===== config.mk =====
export PLATFORM = sky130hd
export DESIGN_NAME = clock_page_replacement
export DESIGN_NICKNAME = d
export VERILOG_FILES = /design/src/sv/cpr_pkg.sv /design/src/sv/clock_page_replacement.sv /design/src/sv/cpr_frame_store.sv
export SDC_FILE = /design/constraint.sdc
export NUM_CORES = 1
export LEC_CHECK = 0
export BUFFER_PORTS_ARGS = -buffer_cell sky130_fd_sc_hd__buf_2
export CORE_MARGIN = 2
export CORE_UTILIZATION = 62
export DETAILED_ROUTE_END_ITERATION = 10
export GPL_TIMING_DRIVEN = 0
export PLACE_DENSITY = 0.85
export SLEW_MARGIN = 40
export SYNTH_ARGS = -nofsm -noshare
export SYNTH_HDL_FRONTEND = slang
export SYNTH_HIERARCHICAL = 1
export SYNTH_SLANG_ARGS = --single-unit

===== constraint.sdc =====
create_clock -name aclk -period 4.5 [get_ports aclk]
set_clock_uncertainty 0.15 [all_clocks]
set_input_delay 0.225 -clock aclk [delete_from_list [all_inputs] [get_ports aclk]]
set_output_delay 0.225 -clock aclk [all_outputs]
set_load 0.01 [all_outputs]

===== src/sv/cpr_pkg.sv =====
// Package for the clock page replacement block: sizes, opcodes, FSM states,
// transfer payload structs and the ring wrap helper. No dependencies.
package cpr_pkg;

    localparam int SLOTS      = 16;
    localparam int FRAME_BITS = 8;
    localparam int SLOT_BITS  = 4;
    localparam int COUNT_BITS = 5;
    localparam int APB_AW     = 2;
    localparam int APB_DW     = 32;

    // Register map, byte addresses
    localparam logic [APB_AW-1:0] REG_SLOTS_IN_USE = 2'd0;

    typedef enum logic [1:0] {
        OP_REFERENCE = 2'd0,
        OP_FILL      = 2'd1,
        OP_VICTIM    = 2'd2,
        OP_NONE      = 2'd3
    } cpr_op_t;

    typedef enum logic [1:0] {
        ST_IDLE,
        ST_SCAN,
        ST_FETCH,
        ST_RESULT
    } cpr_state_t;

    typedef struct packed {
        logic [1:0]            opcode;
        logic [SLOT_BITS-1:0]  slot_index;
        logic [FRAME_BITS-1:0] frame_number;
    } in_item_t;

    typedef struct packed {
        logic                  victim_found;
        logic [SLOT_BITS-1:0]  victim_slot;
        logic [FRAME_BITS-1:0] victim_frame;
    } out_item_t;

    // Step the hand one slot, wrapping at the ring size
    function automatic logic [SLOT_BITS-1:0] next_slot(
        input logic [SLOT_BITS-1:0]  pos,
        input logic [COUNT_BITS-1:0] ring_n
    );
        logic [COUNT_BITS-1:0] sum;
        sum = {{(COUNT_BITS-SLOT_BITS){1'b0}}, pos} + COUNT_BITS'(1);
        return (sum >= ring_n) ? '0 : sum[SLOT_BITS-1:0];
    endfunction

endpackage


===== src/sv/clock_page_replacement.sv =====
// Top level of the second-chance clock replacement block.
// Depends on cpr_pkg and cpr_frame_store.

// One item is taken at a time. A reference, a fill or an unused opcode goes
// from transfer to the result state and then to the output register. A victim
// request passes p slots with their use bit set, where p runs from 0 to the
// ring size; the scan looks at one use bit per cycle starting at the hand,
// then the frame memory is read through the fetch state. The result
// sits in an output register, so the next item is taken as soon as the
// result is loaded, whether or not it has been taken yet. slots_in_use is at
// byte address 0; a value of 0 acts as 1 and one above 16 acts as 16.
module clock_page_replacement (
    input  logic                           aclk,
    input  logic                           aresetn,
    // input item channel
    input  logic                           s_valid,
    output logic                           s_ready,
    input  cpr_pkg::in_item_t              s_item,
    // result channel
    output logic                           m_valid,
    input  logic                           m_ready,
    output cpr_pkg::out_item_t             m_item,
    // configuration port
    input  logic                           psel,
    input  logic                           penable,
    input  logic                           pwrite,
    input  logic [cpr_pkg::APB_AW-1:0]     paddr,
    input  logic [cpr_pkg::APB_DW-1:0]     pwdata,
    output logic [cpr_pkg::APB_DW-1:0]     prdata,
    output logic                           pready
);

    cpr_pkg::cpr_state_t                  state_reg, state_next;
    logic [cpr_pkg::SLOT_BITS-1:0]        hand_reg, hand_next;
    logic [cpr_pkg::SLOT_BITS-1:0]        pos_reg, pos_next;
    logic [cpr_pkg::SLOTS-1:0]            use_reg, use_next;
    logic                                 found_reg, found_next;
    logic [cpr_pkg::COUNT_BITS-1:0]       slots_reg;
    logic                                 m_valid_reg, m_valid_next;
    cpr_pkg::out_item_t                   m_item_reg, m_item_next;

    logic                                 s_xfer;
    logic                                 out_free;
    logic [cpr_pkg::COUNT_BITS-1:0]       ring_n;
    logic [cpr_pkg::SLOT_BITS-1:0]        start_pos;
    logic                                 mem_we;
    logic                                 mem_re;
    logic [cpr_pkg::FRAME_BITS-1:0]       mem_rdata;

    // Configuration port
    assign pready = 1'b1;
    assign prdata = {{(cpr_pkg::APB_DW-cpr_pkg::COUNT_BITS){1'b0}}, slots_reg};

    always_ff @(posedge aclk) begin
        if (!aresetn) begin
            slots_reg <= cpr_pkg::COUNT_BITS'(cpr_pkg::SLOTS);
        end else if (psel && penable && pwrite && pready
                     && paddr == cpr_pkg::REG_SLOTS_IN_USE) begin
            slots_reg <= pwdata[cpr_pkg::COUNT_BITS-1:0];
        end
    end

    // Clamp the ring size and the scan start
    always_comb begin
        if (slots_reg == '0) begin
            ring_n = cpr_pkg::COUNT_BITS'(1);
        end else if (slots_reg > cpr_pkg::COUNT_BITS'(cpr_pkg::SLOTS)) begin
            ring_n = cpr_pkg::COUNT_BITS'(cpr_pkg::SLOTS);
        end else begin
            ring_n = slots_reg;
        end
        start_pos = ({1'b0, hand_reg} >= ring_n) ? '0 : hand_reg;
    end

    assign s_xfer   = s_valid && s_ready;
    assign out_free = !m_valid_reg || m_ready;

    // Next state
    always_comb begin
        state_next = state_reg;
        case (state_reg)
            cpr_pkg::ST_IDLE: begin
                if (s_xfer) begin
                    state_next = (s_item.opcode == cpr_pkg::OP_VICTIM)
                               ? cpr_pkg::ST_SCAN : cpr_pkg::ST_RESULT;
                end
            end
            cpr_pkg::ST_SCAN: begin
                if (!use_reg[pos_reg]) begin
                    state_next = cpr_pkg::ST_FETCH;
                end
            end
            cpr_pkg::ST_FETCH: begin
                state_next = cpr_pkg::ST_RESULT;
            end
            cpr_pkg::ST_RESULT: begin
                if (out_free) begin
                    state_next = cpr_pkg::ST_IDLE;
                end
            end
            default: begin
                state_next = cpr_pkg::ST_IDLE;
            end
        endcase
    end

    // Outputs and datapath
    always_comb begin
        s_ready      = 1'b0;
        mem_we       = 1'b0;
        mem_re       = 1'b0;
        hand_next    = hand_reg;
        pos_next     = pos_reg;
        use_next     = use_reg;
        found_next   = found_reg;
        m_valid_next = m_valid_reg && !m_ready;
        m_item_next  = m_item_reg;
        case (state_reg)
            cpr_pkg::ST_IDLE: begin
                s_ready = 1'b1;
                if (s_xfer) begin
                    found_next = 1'b0;
                    case (s_item.opcode)
                        cpr_pkg::OP_REFERENCE: begin
                            use_next[s_item.slot_index] = 1'b1;
                        end
                        cpr_pkg::OP_FILL: begin
                            use_next[s_item.slot_index] = 1'b1;
                            mem_we = 1'b1;
                        end
                        cpr_pkg::OP_VICTIM: begin
                            pos_next = start_pos;
                        end
                        default: begin
                        end
                    endcase
                end
            end
            cpr_pkg::ST_SCAN: begin
                // Give a second chance, or take this slot
                if (use_reg[pos_reg]) begin
                    use_next[pos_reg] = 1'b0;
                    pos_next = cpr_pkg::next_slot(pos_reg, ring_n);
                end else begin
                    found_next = 1'b1;
                    mem_re     = 1'b1;
                    hand_next  = cpr_pkg::next_slot(pos_reg, ring_n);
                end
            end
            cpr_pkg::ST_FETCH: begin
            end
            cpr_pkg::ST_RESULT: begin
                if (out_free) begin
                    m_valid_next = 1'b1;
                    if (found_reg) begin
                        m_item_next.victim_found = 1'b1;
                        m_item_next.victim_slot  = pos_reg;
                        m_item_next.victim_frame = mem_rdata;
                    end else begin
                        m_item_next = '0;
                    end
                end
            end
            default: begin
            end
        endcase
    end

    // Control registers
    always_ff @(posedge aclk) begin
        if (!aresetn) begin
            state_reg   <= cpr_pkg::ST_IDLE;
            hand_reg    <= '0;
            use_reg     <= '0;
            m_valid_reg <= 1'b0;
        end else begin
            state_reg   <= state_next;
            hand_reg    <= hand_next;
            use_reg     <= use_next;
            m_valid_reg <= m_valid_next;
        end
    end

    // Payload registers
    always_ff @(posedge aclk) begin
        pos_reg    <= pos_next;
        found_reg  <= found_next;
        m_item_reg <= m_item_next;
    end

    assign m_valid = m_valid_reg;
    assign m_item  = m_item_reg;

    cpr_frame_store u_store (
        .aclk  (aclk),
        .we    (mem_we),
        .waddr (s_item.slot_index),
        .wdata (s_item.frame_number),
        .re    (mem_re),
        .raddr (pos_reg),
        .rdata (mem_rdata)
    );

endmodule


===== src/sv/cpr_frame_store.sv =====
// Frame number store: one synchronous memory, one write and one read port,
// read data registered. Depends on cpr_pkg.
module cpr_frame_store (
    input  logic                           aclk,
    input  logic                           we,
    input  logic [cpr_pkg::SLOT_BITS-1:0]  waddr,
    input  logic [cpr_pkg::FRAME_BITS-1:0] wdata,
    input  logic                           re,
    input  logic [cpr_pkg::SLOT_BITS-1:0]  raddr,
    output logic [cpr_pkg::FRAME_BITS-1:0] rdata
);

    logic [cpr_pkg::FRAME_BITS-1:0] mem [cpr_pkg::SLOTS];

    // Write port
    always_ff @(posedge aclk) begin
        if (we) begin
            mem[waddr] <= wdata;
        end
    end

    // Read port, data held until the next read
    always_ff @(posedge aclk) begin
        if (re) begin
            rdata <= mem[raddr];
        end
    end

endmodule


==> results.yml, run 1 <==
worst_setup_path:
  crit-reg2reg-capture: "u_store/mem[1][6]"
  path_cells: "inv_1 > ha_1 > clkbuf_1 > nand3b_1 > nor2_1 > or3b_2 > nor2_1"
  startpoint_type: "flip-flop"
  worstSetupEndpointType: "flip-flop"
  r2r_start: "state_reg[0]"
  arrival_ps: 3290
  crit_fanout: 9
  max_stage_delay_ps: 670
  crit_top_cell: "nor2_1"
  rr_worst_depth: 7
  reg2reg_slack_ps: 1120
  criticalPathCategory: "reg2reg"
  critical-path-slowest-cell: "nor2_1"
  required_ps: 4400
route:
  drt-vias-per-instance: 6.01
  drt_wl_total_um: 16400
  vias: 4753
  dr.first_iter.drc_count: 645
  dr.pass1.iters: 5
  wl_per_cell_um: 20.8
  ant_nets: 0
  drcViolationCount: 0
pwr:
  swShare_pct: 28.0
  total_power_mw: 4.45
  p_leak_nw: 3.40
  clkPwrFrac_pct: 32.5
  netSwitchingPower_mw: 1.24
  ir_drop_uv: 341
  p_int_mw: 3.20
  pwr-share-seq_pct: 45.7
  powerDensity_nw_per_um2: 486
  p_comb_share_pct: 21.8
sta:
  hold_viol: 0
  setup_tns_ps: 0
  max_slew_margin_pct: 43.5
  holdWs_ps: 27.2
  finalSetupViolCount: 0
  finalCritPeriodShare_pct: 75.2
  layout_min_cycle_time_ps: 3380
  grt_setup_unrepaired: "false"
  max_freq_mhz: 296
  drv_slew: 0
  setup_ws_ps: 1120
  worst_pin_slew_ps: 845
logic_synthesis:
  synth_top_family_by_area: "multiplexers"
  synth_cell_types: 47
  async_reset_ff_share_pct: 0
  synthSimpleGateAreaFrac_pct: 8.09
  synth_compound_area_share_pct: 5.96
  syn_area_sq_um: 7930
  synth_area_leaders: "edfxtp_1 58%, dfxtp_1 7.1%, mux4_2 6.5%, mux4_1 4.6%, buf_4 2.7%"
  synth.mux.area_fraction_pct: 12.5
  yosys_warnings: 6
  ys_ff_latch: 182
  synth_top_area_share_pct: 58.3
  syn_inst: 510
  synth_adder_area_share_pct: 2.68
  yosysSeqAreaShare_pct: 65.4
  synthXorXnorAreaFrac_pct: 0.221
  synthFlopType: "edfxtp_1"
  avgSynthCellArea_sq_um: 15.5
  synth_edf_count: 154
  yosysTopAreaCell: "edfxtp_1"
grt:
  track_usage_pct: 25.2
  antenna_found_initial: 0
  grt_pass1_vias: 4415
  grt_overflow: 0
  grt_start_max_net_pins: 17
  grt_first_pass_wirelength_um: 24400
die:
  initial_utilization_pct: 63.1
  io_pins: 103
  row_count: 41
  fp.dieArea_sq_um: 13700
  die_y_um: 117
  coreArea_sq_um: 12600
  dieWidth_um: 117
place:
  placed_area_sq_um: 8500
  place_congestion: 0.897
  port_buffers: 47
  dp_slack_ps: 1170
  place_inst: 755
  dp_hpwl_um: 11000
cells_and_area:
  multiInputGateArea_sq_um: 2480
  finalNetCount: 679
  diodes: 0
  postLayoutCoreUtil_pct: 72.8
  largest_reg_flops: 128
  seqCellArea_sq_um: 5180
  nFillCells: 730
  final_cell_area_sq_um: 9140
  syn2layout_area_growth_pct: 15.3
  fin_cells: 791
  drive_gt1_share_pct: 25.0
clock_network:
  hold_buffers: 5
  h-tree-depth: 4
  clock-sinks: 182
  cts_resized: 0
  cts-root-buf: "clkbuf_16"
  cts_setup_buffers: 0
  cts.path.max_buffers: 2
  clock_latency_ps: 430
  tritoncts: "done"
  cts_made_buffers: 17
  clk_pin_slew_ps: 70
hold_path:
  holdPathStages: 3
  hp-start: "aresetn"
  hold_path.class: "in2reg"
  whs_endpoint: "hand_reg[0]"
outcome:
  outcome: "finished clean"
run:
  maxCapViolCount: 0
==> worst max-delay path: cells and delay by family (launching register included) <==
kind,cells,cell delay (ps)
simple gates,4,1910
flops,1,340
buf+inv,2,420
fa+ha+maj,1,180
==> cells by family after synthesis <==
| kind of cell | count (synthesis) |
|---|---|
| DFF | 182 |
| and+or+nand+nor | 130 |
| AOI/OAI and AO/OA | 71 |
| buffers and inverters | 61 |
| muxes | 45 |
| adders and majority gates | 17 |
| other | 2 |
| xor gates and xnor gates | 2 |
==> placed cells by master, fill, tap and decap left out, types with 4 or more instances in the layout <==
cell	instances
clkinvlp_4	4
mux4_2	23
nand2_1	32
and2_1	14
nor2_2	4
mux4_1	14
o31ai_1	4
ha_1	17
nand3b_1	5
nor2_1	28
nand2b_1	8
a21o_1	5
buf_4	29
edfxtp_1	154
nor2b_1	7
clkbuf_1	6
mux2i_1	5
nor3_1	8
buf_2	52
o2bb2ai_1	4
clkbuf_16	17
a22oi_1	16
nand3_1	9
dfxtp_1	28
conb_1	28
buf_6	5
inv_1	12
dlygate4sd3_1	5
a21oi_1	14
o21ai_0	13
==> worst max path at each step <==
stage	startpoint	to	slack (ps)	cells past startpoint
floorplan	state_reg[0]	u_store/mem[0][0]	1640	7
global placement	state_reg[0]	u_store/mem[0][7]	1040	7
detailed placement	state_reg[0]	u_store/mem[2][1]	1170	7
CTS	state_reg[0]	u_store/mem[2][0]	1160	7
global route	state_reg[0]	u_store/mem[1][6]	1000	7
finish	state_reg[0]	u_store/mem[1][6]	1120	7
==> layer usage <==
layer,part of all wire [%],up-vias,track usage [%],routed length [um]
li1,-,2110,-,-
met1,40,2285,33.9,6520
met2,49,312,40.0,7980
met3,8.8,46,6.08,1440
met4,2.9,0,10.8,471
met5,0,-,0,0
==> final cells by class <==
cell class	instances	share of cell area, %
multi-input cells	293	27.1
plain buffers	48	3.85
repair buffers	52	3.12
inverters	13	0.534
clock buffers	18	4.69
flip-flops and latches	182	56.7
clock inverters	13	1.61
well taps	172	2.35
==> power groups by stage <==
stage	registers [mW]	logic [mW]	clock network (mW)
finish	2.03	0.971	1.44
floorplan	2.06	0.676	0
global route	2.04	1.06	1.52
CTS	2.03	0.959	1.46
global placement	2.06	0.909	0
detailed placement	2.07	0.944	0
==> synth_stat cells, types with 12 or more instances <==
master and count:
a21oi_1 14, mux4_1 14, mux4_2 23, nor3_1 12, and2_1 14, nor2_1 32, o21ai_0 13, edfxtp_1 154
ha_1 17, a22oi_1 16, buf_4 29, inv_1 12, dfxtp_1 28, nand2_1 32
(Power assumes the default switching activity.)
==> run 2, diff against run 1 <==
ABC_AREA = 1   (was not set)
CORE_UTILIZATION = 53   (was 62)
PLACE_DENSITY = 0.76   (was 0.85)
clock period = 2.79 ns   (was 4.5 ns; I/O delays follow)
==> results.yml, run 2 <==
die:
  fp.dieArea_sq_um: 17900
  dieWidth_um: 134
  coreArea_sq_um: 16500
  die_y_um: 134
  initial_utilization_pct: 54.0
  row_count: 47
  io_pins: 103
route:
  dr.first_iter.drc_count: 811
  drt-vias-per-instance: 5.20
  dr.pass1.iters: 6
  drt_wl_total_um: 20900
  vias: 6848
  ant_nets: 0
  drcViolationCount: 0
  wl_per_cell_um: 15.9
worst_setup_path:
  required_ps: 2690
  startpoint: "state_reg[0]"
  r2r_start: "state_reg[0]"
  worstSetupEndpointType: "flip-flop"
  startpoint_type: "flip-flop"
  crit_fanout: 8
  criticalPathCategory: "reg2reg"
  arrival_ps: 2730
place:
  dp_hpwl_um: 14300
  placed_area_sq_um: 9530
  dp_slack_ps: -168
  place_inst: 1268
  port_buffers: 47
  place_congestion: 0.896
outcome:
  outcome: "finished with violations"
  violations: "negative hold slack, negative setup slack"
grt:
  grt_start_max_net_pins: 17
  grt_first_pass_wirelength_um: 33000
  grt_overflow: 0
  grt_pass1_vias: 6416
  track_usage_pct: 24.2
  antenna_found_initial: 0
clock_network:
  clock-sinks: 182
  clock_latency_ps: 430
  tritoncts: "done"
  cts.path.max_buffers: 2
  cts-root-buf: "clkbuf_16"
  h-tree-depth: 4
  clk_pin_slew_ps: 70
  cts_made_buffers: 17
logic_synthesis:
  syn_area_sq_um: 8920
  yosysSeqAreaShare_pct: 58.1
  synth_cell_types: 37
  synth_area_leaders: "edfxtp_1 52%, nand2_1 11%, nand3_1 7.2%, inv_1 7.2%, dfxtp_1 6.3%"
  syn_inst: 975
  yosys_warnings: 6
  ys_ff_latch: 182
  yosysMostFrequentCell: "nand2_1"
  synthTopCellsByCount: "263 x nand2_1, 170 x inv_1, 154 x edfxtp_1"
  synth_edf_count: 154
  avgSynthCellArea_sq_um: 9.15
  yosysTopAreaCell: "edfxtp_1"
  async_reset_ff_share_pct: 0
  synth_top_area_share_pct: 51.8
  synthFlopType: "edfxtp_1"
cells_and_area:
  final_cell_area_sq_um: 10400
  final_common_cell: "nand2_1"
  finalNetCount: 1157
  layout_common_cells: "263 x nand2_1, 170 x inv_1, 154 x edfxtp_1"
  postLayoutCoreUtil_pct: 62.8
  largest_reg_flops: 128
  syn2layout_area_growth_pct: 16.4
  diodes: 0
  fin_cells: 1318
  nFillCells: 1355
  drive_gt1_share_pct: 15.9
sta:
  drv_slew: 0
  setup_ws_ps: -40.5
  finalCritPeriodShare_pct: 101
  finalSetupViolCount: 16
  layout_min_cycle_time_ps: 2830
  max_freq_mhz: 353
  holdWs_ps: -13.4
  grt_setup_unrepaired: "true"
  worst_pin_slew_ps: 803
  setup_tns_ps: -482
  hold_viol: 16
  max_slew_margin_pct: 46.3
hold_path:
  hp-start: "s_item[3]"
  hold_path.class: "in2reg"
pwr:
  p_leak_nw: 4.74
  total_power_mw: 9.49
  powerDensity_nw_per_um2: 914
  ir_drop_uv: 494
run:
  maxCapViolCount: 0
## run 2: cell count changes after synthesis, moves of 9 or more
cell	delta
buf_2	+9
and2_1	-14
mux4_1	-14
nand3_1	+120
a22oi_1	-16
nor3_1	-10
inv_1	+158
nor2_1	+19
nand2_1	+231
o21ai_0	+18
o21ai_2	+9
a21oi_1	+10
mux4_2	-23
## run 2: what timing repair did
item / in CTS / in global routing
hold endpoints to repair: 119 / 0
setup endpoints to repair: 28 / 101
hold buffers: 14 / 0
gates resized for setup: 5 / 11
buffers inserted: 0 / 4
## run 2: report_power, final
part | total [mW] | internal, mW | leakage, nW | switching (mW)
clock | 2.54 | 1.52 | 0.303 | 1.02
combinational | 3.60 | 1.16 | 2.81 | 2.44
sequential | 3.35 | 3.24 | 1.62 | 0.111
total | 9.49 | 5.92 | 4.74 | 3.57
## run 2: routing by layer
layer | up-vias | part of all wire, % | track usage, %
met2 | 330 | 47 | 38.7
met4 | 0 | 3.3 | 10.3
met3 | 57 | 8.5 | 4.68
li1 | 3292 | - | -
met1 | 3169 | 41 | 32.5
met5 | - | 0 | 0
## run 2: worst max-delay path, stage by stage (launching register included)
cell and delay (ps):
dfxtp_1 330, inv_1 100, ha_1 310, nand2_1 80, nor2_1 90, inv_1 100
nor2_1 330, nand3_1 270, nor2_1 680
## run 2: path summary, 6_finish.rpt
check	endpoint	slack, ps	cells past startpoint
max	u_store/mem[13][3]	-40	8
min	u_store/mem[6][3]	-10	1
max reg2reg	u_store/mem[13][3]	-40	8
min reg2reg	use_reg[1]	320	2
## run 2: area by class of cell
cell class	instances	area (sq um)	area share, %
well taps	220	275	2.65
inverters	178	668	6.43
clock inverters	13	198	1.90
repair buffers	65	405	3.90
flip-flops and latches	182	5180	49.9
clock buffers	19	433	4.17
plain buffers	62	450	4.34
multi-input cells	579	2770	26.7
## run 2: kinds of logic (layout without fill, tap and decap cells)
logic type	count (synthesis)	after routing	share of synthesized area [%]
buf+inv	240	337	12.5
flops	182	182	58.1
compound gates	70	70	4.57
other cells	2	28	0.0842
xor+xnor	1	1	0.0982
mux	1	1	0.126
fa+ha+maj	17	17	2.38
simple gates	462	462	22.1
==> run 3, diff against run 2 <==
REMOVE_ABC_BUFFERS = 1   (was not set)
==> results.yml, run 3 (synthesized netlist as in run 2, its figures left out) <==
hold_path:
  holdPathStages: 5
  whs_endpoint: "use_reg[13]"
  hold_path.class: "in2reg"
  hp-start: "s_item[8]"
route:
  vias: 6519
  ant_nets: 0
  dr.first_iter.drc_count: 740
  wl_per_cell_um: 15.0
  drcViolationCount: 0
  drt-vias-per-instance: 5.12
  dr.pass1.iters: 6
  drt_wl_total_um: 19100
sta:
  setup_ws_ps: -31.7
  max_slew_margin_pct: 47.4
  finalCritPeriodShare_pct: 101
  hold_viol: 0
  finalSetupViolCount: 16
  layout_min_cycle_time_ps: 2820
  grt_setup_unrepaired: "true"
  worst_pin_slew_ps: 786
  drv_slew: 0
  max_freq_mhz: 354
worst_setup_path:
  cp_num_buf_inv: 2
  r2r_start: "state_reg[0]"
  required_ps: 2700
  max_stage_delay_ps: 660
  criticalPathCategory: "reg2reg"
  critical-path-slowest-cell: "nor2_1"
  rr_worst_depth: 8
  crit_family: "simple AND/OR/NAND/NOR gates"
  crit-reg2reg-capture: "u_store/mem[8][7]"
  arrival_ps: 2730
  reg2reg_slack_ps: -30
  path_depth: 8
  crit_top_cell: "nor2_1"
  crit_fanout: 8
  path_cells: "inv_1 > ha_1 > nand2_1 > nor2_1 > inv_1 > nor2_1 > nand3b_1 > nor2_1"
  startpoint_type: "flip-flop"
  worstSetupEndpointType: "flip-flop"
clock_network:
  cts-root-buf: "clkbuf_16"
  h-tree-depth: 4
  tritoncts: "done"
  clk_pin_slew_ps: 60
  cts.path.max_buffers: 2
  clock_latency_ps: 430
  cts_made_buffers: 17
  clock-sinks: 182
pwr:
  p_int_mw: 5.44
  netSwitchingPower_mw: 3.41
  ir_drop_uv: 467
  swShare_pct: 38.5
  pwr-share-seq_pct: 38.4
  clkPwrFrac_pct: 24.4
  p_leak_nw: 4.49
  powerDensity_nw_per_um2: 881
  p_comb_share_pct: 37.3
cells_and_area:
  syn2layout_area_growth_pct: 12.7
  final_common_cell: "nand2_1"
  finalNetCount: 1113
  postLayoutCoreUtil_pct: 60.9
  layout_common_cells: "263 x nand2_1, 170 x inv_1, 154 x edfxtp_1"
  diodes: 0
  largest_reg_flops: 128
  drive_gt1_share_pct: 12.8
die:
  dieWidth_um: 134
  coreArea_sq_um: 16500
  io_pins: 103
  die_y_um: 134
  initial_utilization_pct: 54.0
  row_count: 47
  fp.dieArea_sq_um: 17900
grt:
  grt_start_max_net_pins: 65
  antenna_found_initial: 1
  grt_first_pass_wirelength_um: 30200
  grt_overflow: 0
  grt_pass1_vias: 5964
  track_usage_pct: 22.0
place:
  place_congestion: 0.909
  port_buffers: 47
  dp_hpwl_um: 12300
  dp_slack_ps: -352
run:
  maxCapViolCount: 0
outcome:
  outcome: "finished with violations"
  violations: "negative setup slack"
run 3: worst min-delay path: stages:
cell	delay [ps]
buf_2	140
nand4_1	100
a21oi_1	70
o21ai_2	60
inv_1	30
run 3: stage by stage:
stage / hold slack (ps) / cell area (sq um) / instances / setup TNS (ps) / total power, mW
4_1_cts: 3.26 / 9970 / 1270 / -47.1 / 8.75
6_report: 7.02 / 10100 / 1274 / -313 / 8.86
2_1_floorplan: 88.1 / 8570 / 939 / -15110 / 5.48
3_5_place_dp: 221 / 9200 / 1215 / -2850 / 6.53
3_3_place_gp: 208 / 9080 / 1206 / -80170 / 6.36
5_1_grt: 33.7 / 10100 / 1274 / -2890 / 9.40
run 3: worst max path at each step:
stage	startpoint	endpoint	slack, ps
6_report	state_reg[0]	u_store/mem[8][7]	-30
4_1_cts	state_reg[0]	u_store/mem[8][7]	-9
5_1_grt	state_reg[0]	u_store/mem[8][0]	-150
3_5_place_dp	pos_reg[0]	pos_reg[3]	-350
3_3_place_gp	pos_reg[0]	pos_reg[0]	-2280
2_1_floorplan	pos_reg[0]	pos_reg[0]	-860
run 3: per-layer routing:
layer | GRT usage [%] | routed length [um] | vias to the layer above
met3 | 4.91 | 1530 | 33
met2 | 35.4 | 9240 | 295
li1 | - | - | 3204
met1 | 29.4 | 7950 | 2985
met4 | 8.22 | 397 | 2
met5 | 0 | 11 | -
run 3: layout make-up:
cell class / instances / area (sq um)
Tap cell: 220 / 275
Clock inverter: 14 / 104
Multi-Input combinational cell: 579 / 2790
Timing Repair Buffer: 83 / 599
Inverter: 178 / 674
Sequential cell: 182 / 5180
Clock buffer: 18 / 429
Fill cell: 1319 / 6470
run 3: repair_timing:
| action | in CTS | in global routing |
|---|---|---|
| setup endpoints to repair | 28 | 124 |
| gates cloned | 0 | 0 |
| endpoints found under the hold margin | 141 | 0 |
| gates resized for setup | 5 | 16 |
| hold buffers | 21 | 0 |
| setup buffers | 2 | 4 |
run 3: power groups by stage:
stage | Clock (mW) | Combinational, mW | Sequential [mW]
after global routing | 2.33 | 3.65 | 3.42
after CTS | 2.18 | 3.16 | 3.41
final | 2.16 | 3.30 | 3.40
after global placement | 0 | 2.58 | 3.78
after floorplan | 0 | 1.86 | 3.61
after detailed placement | 0 | 3.04 | 3.49
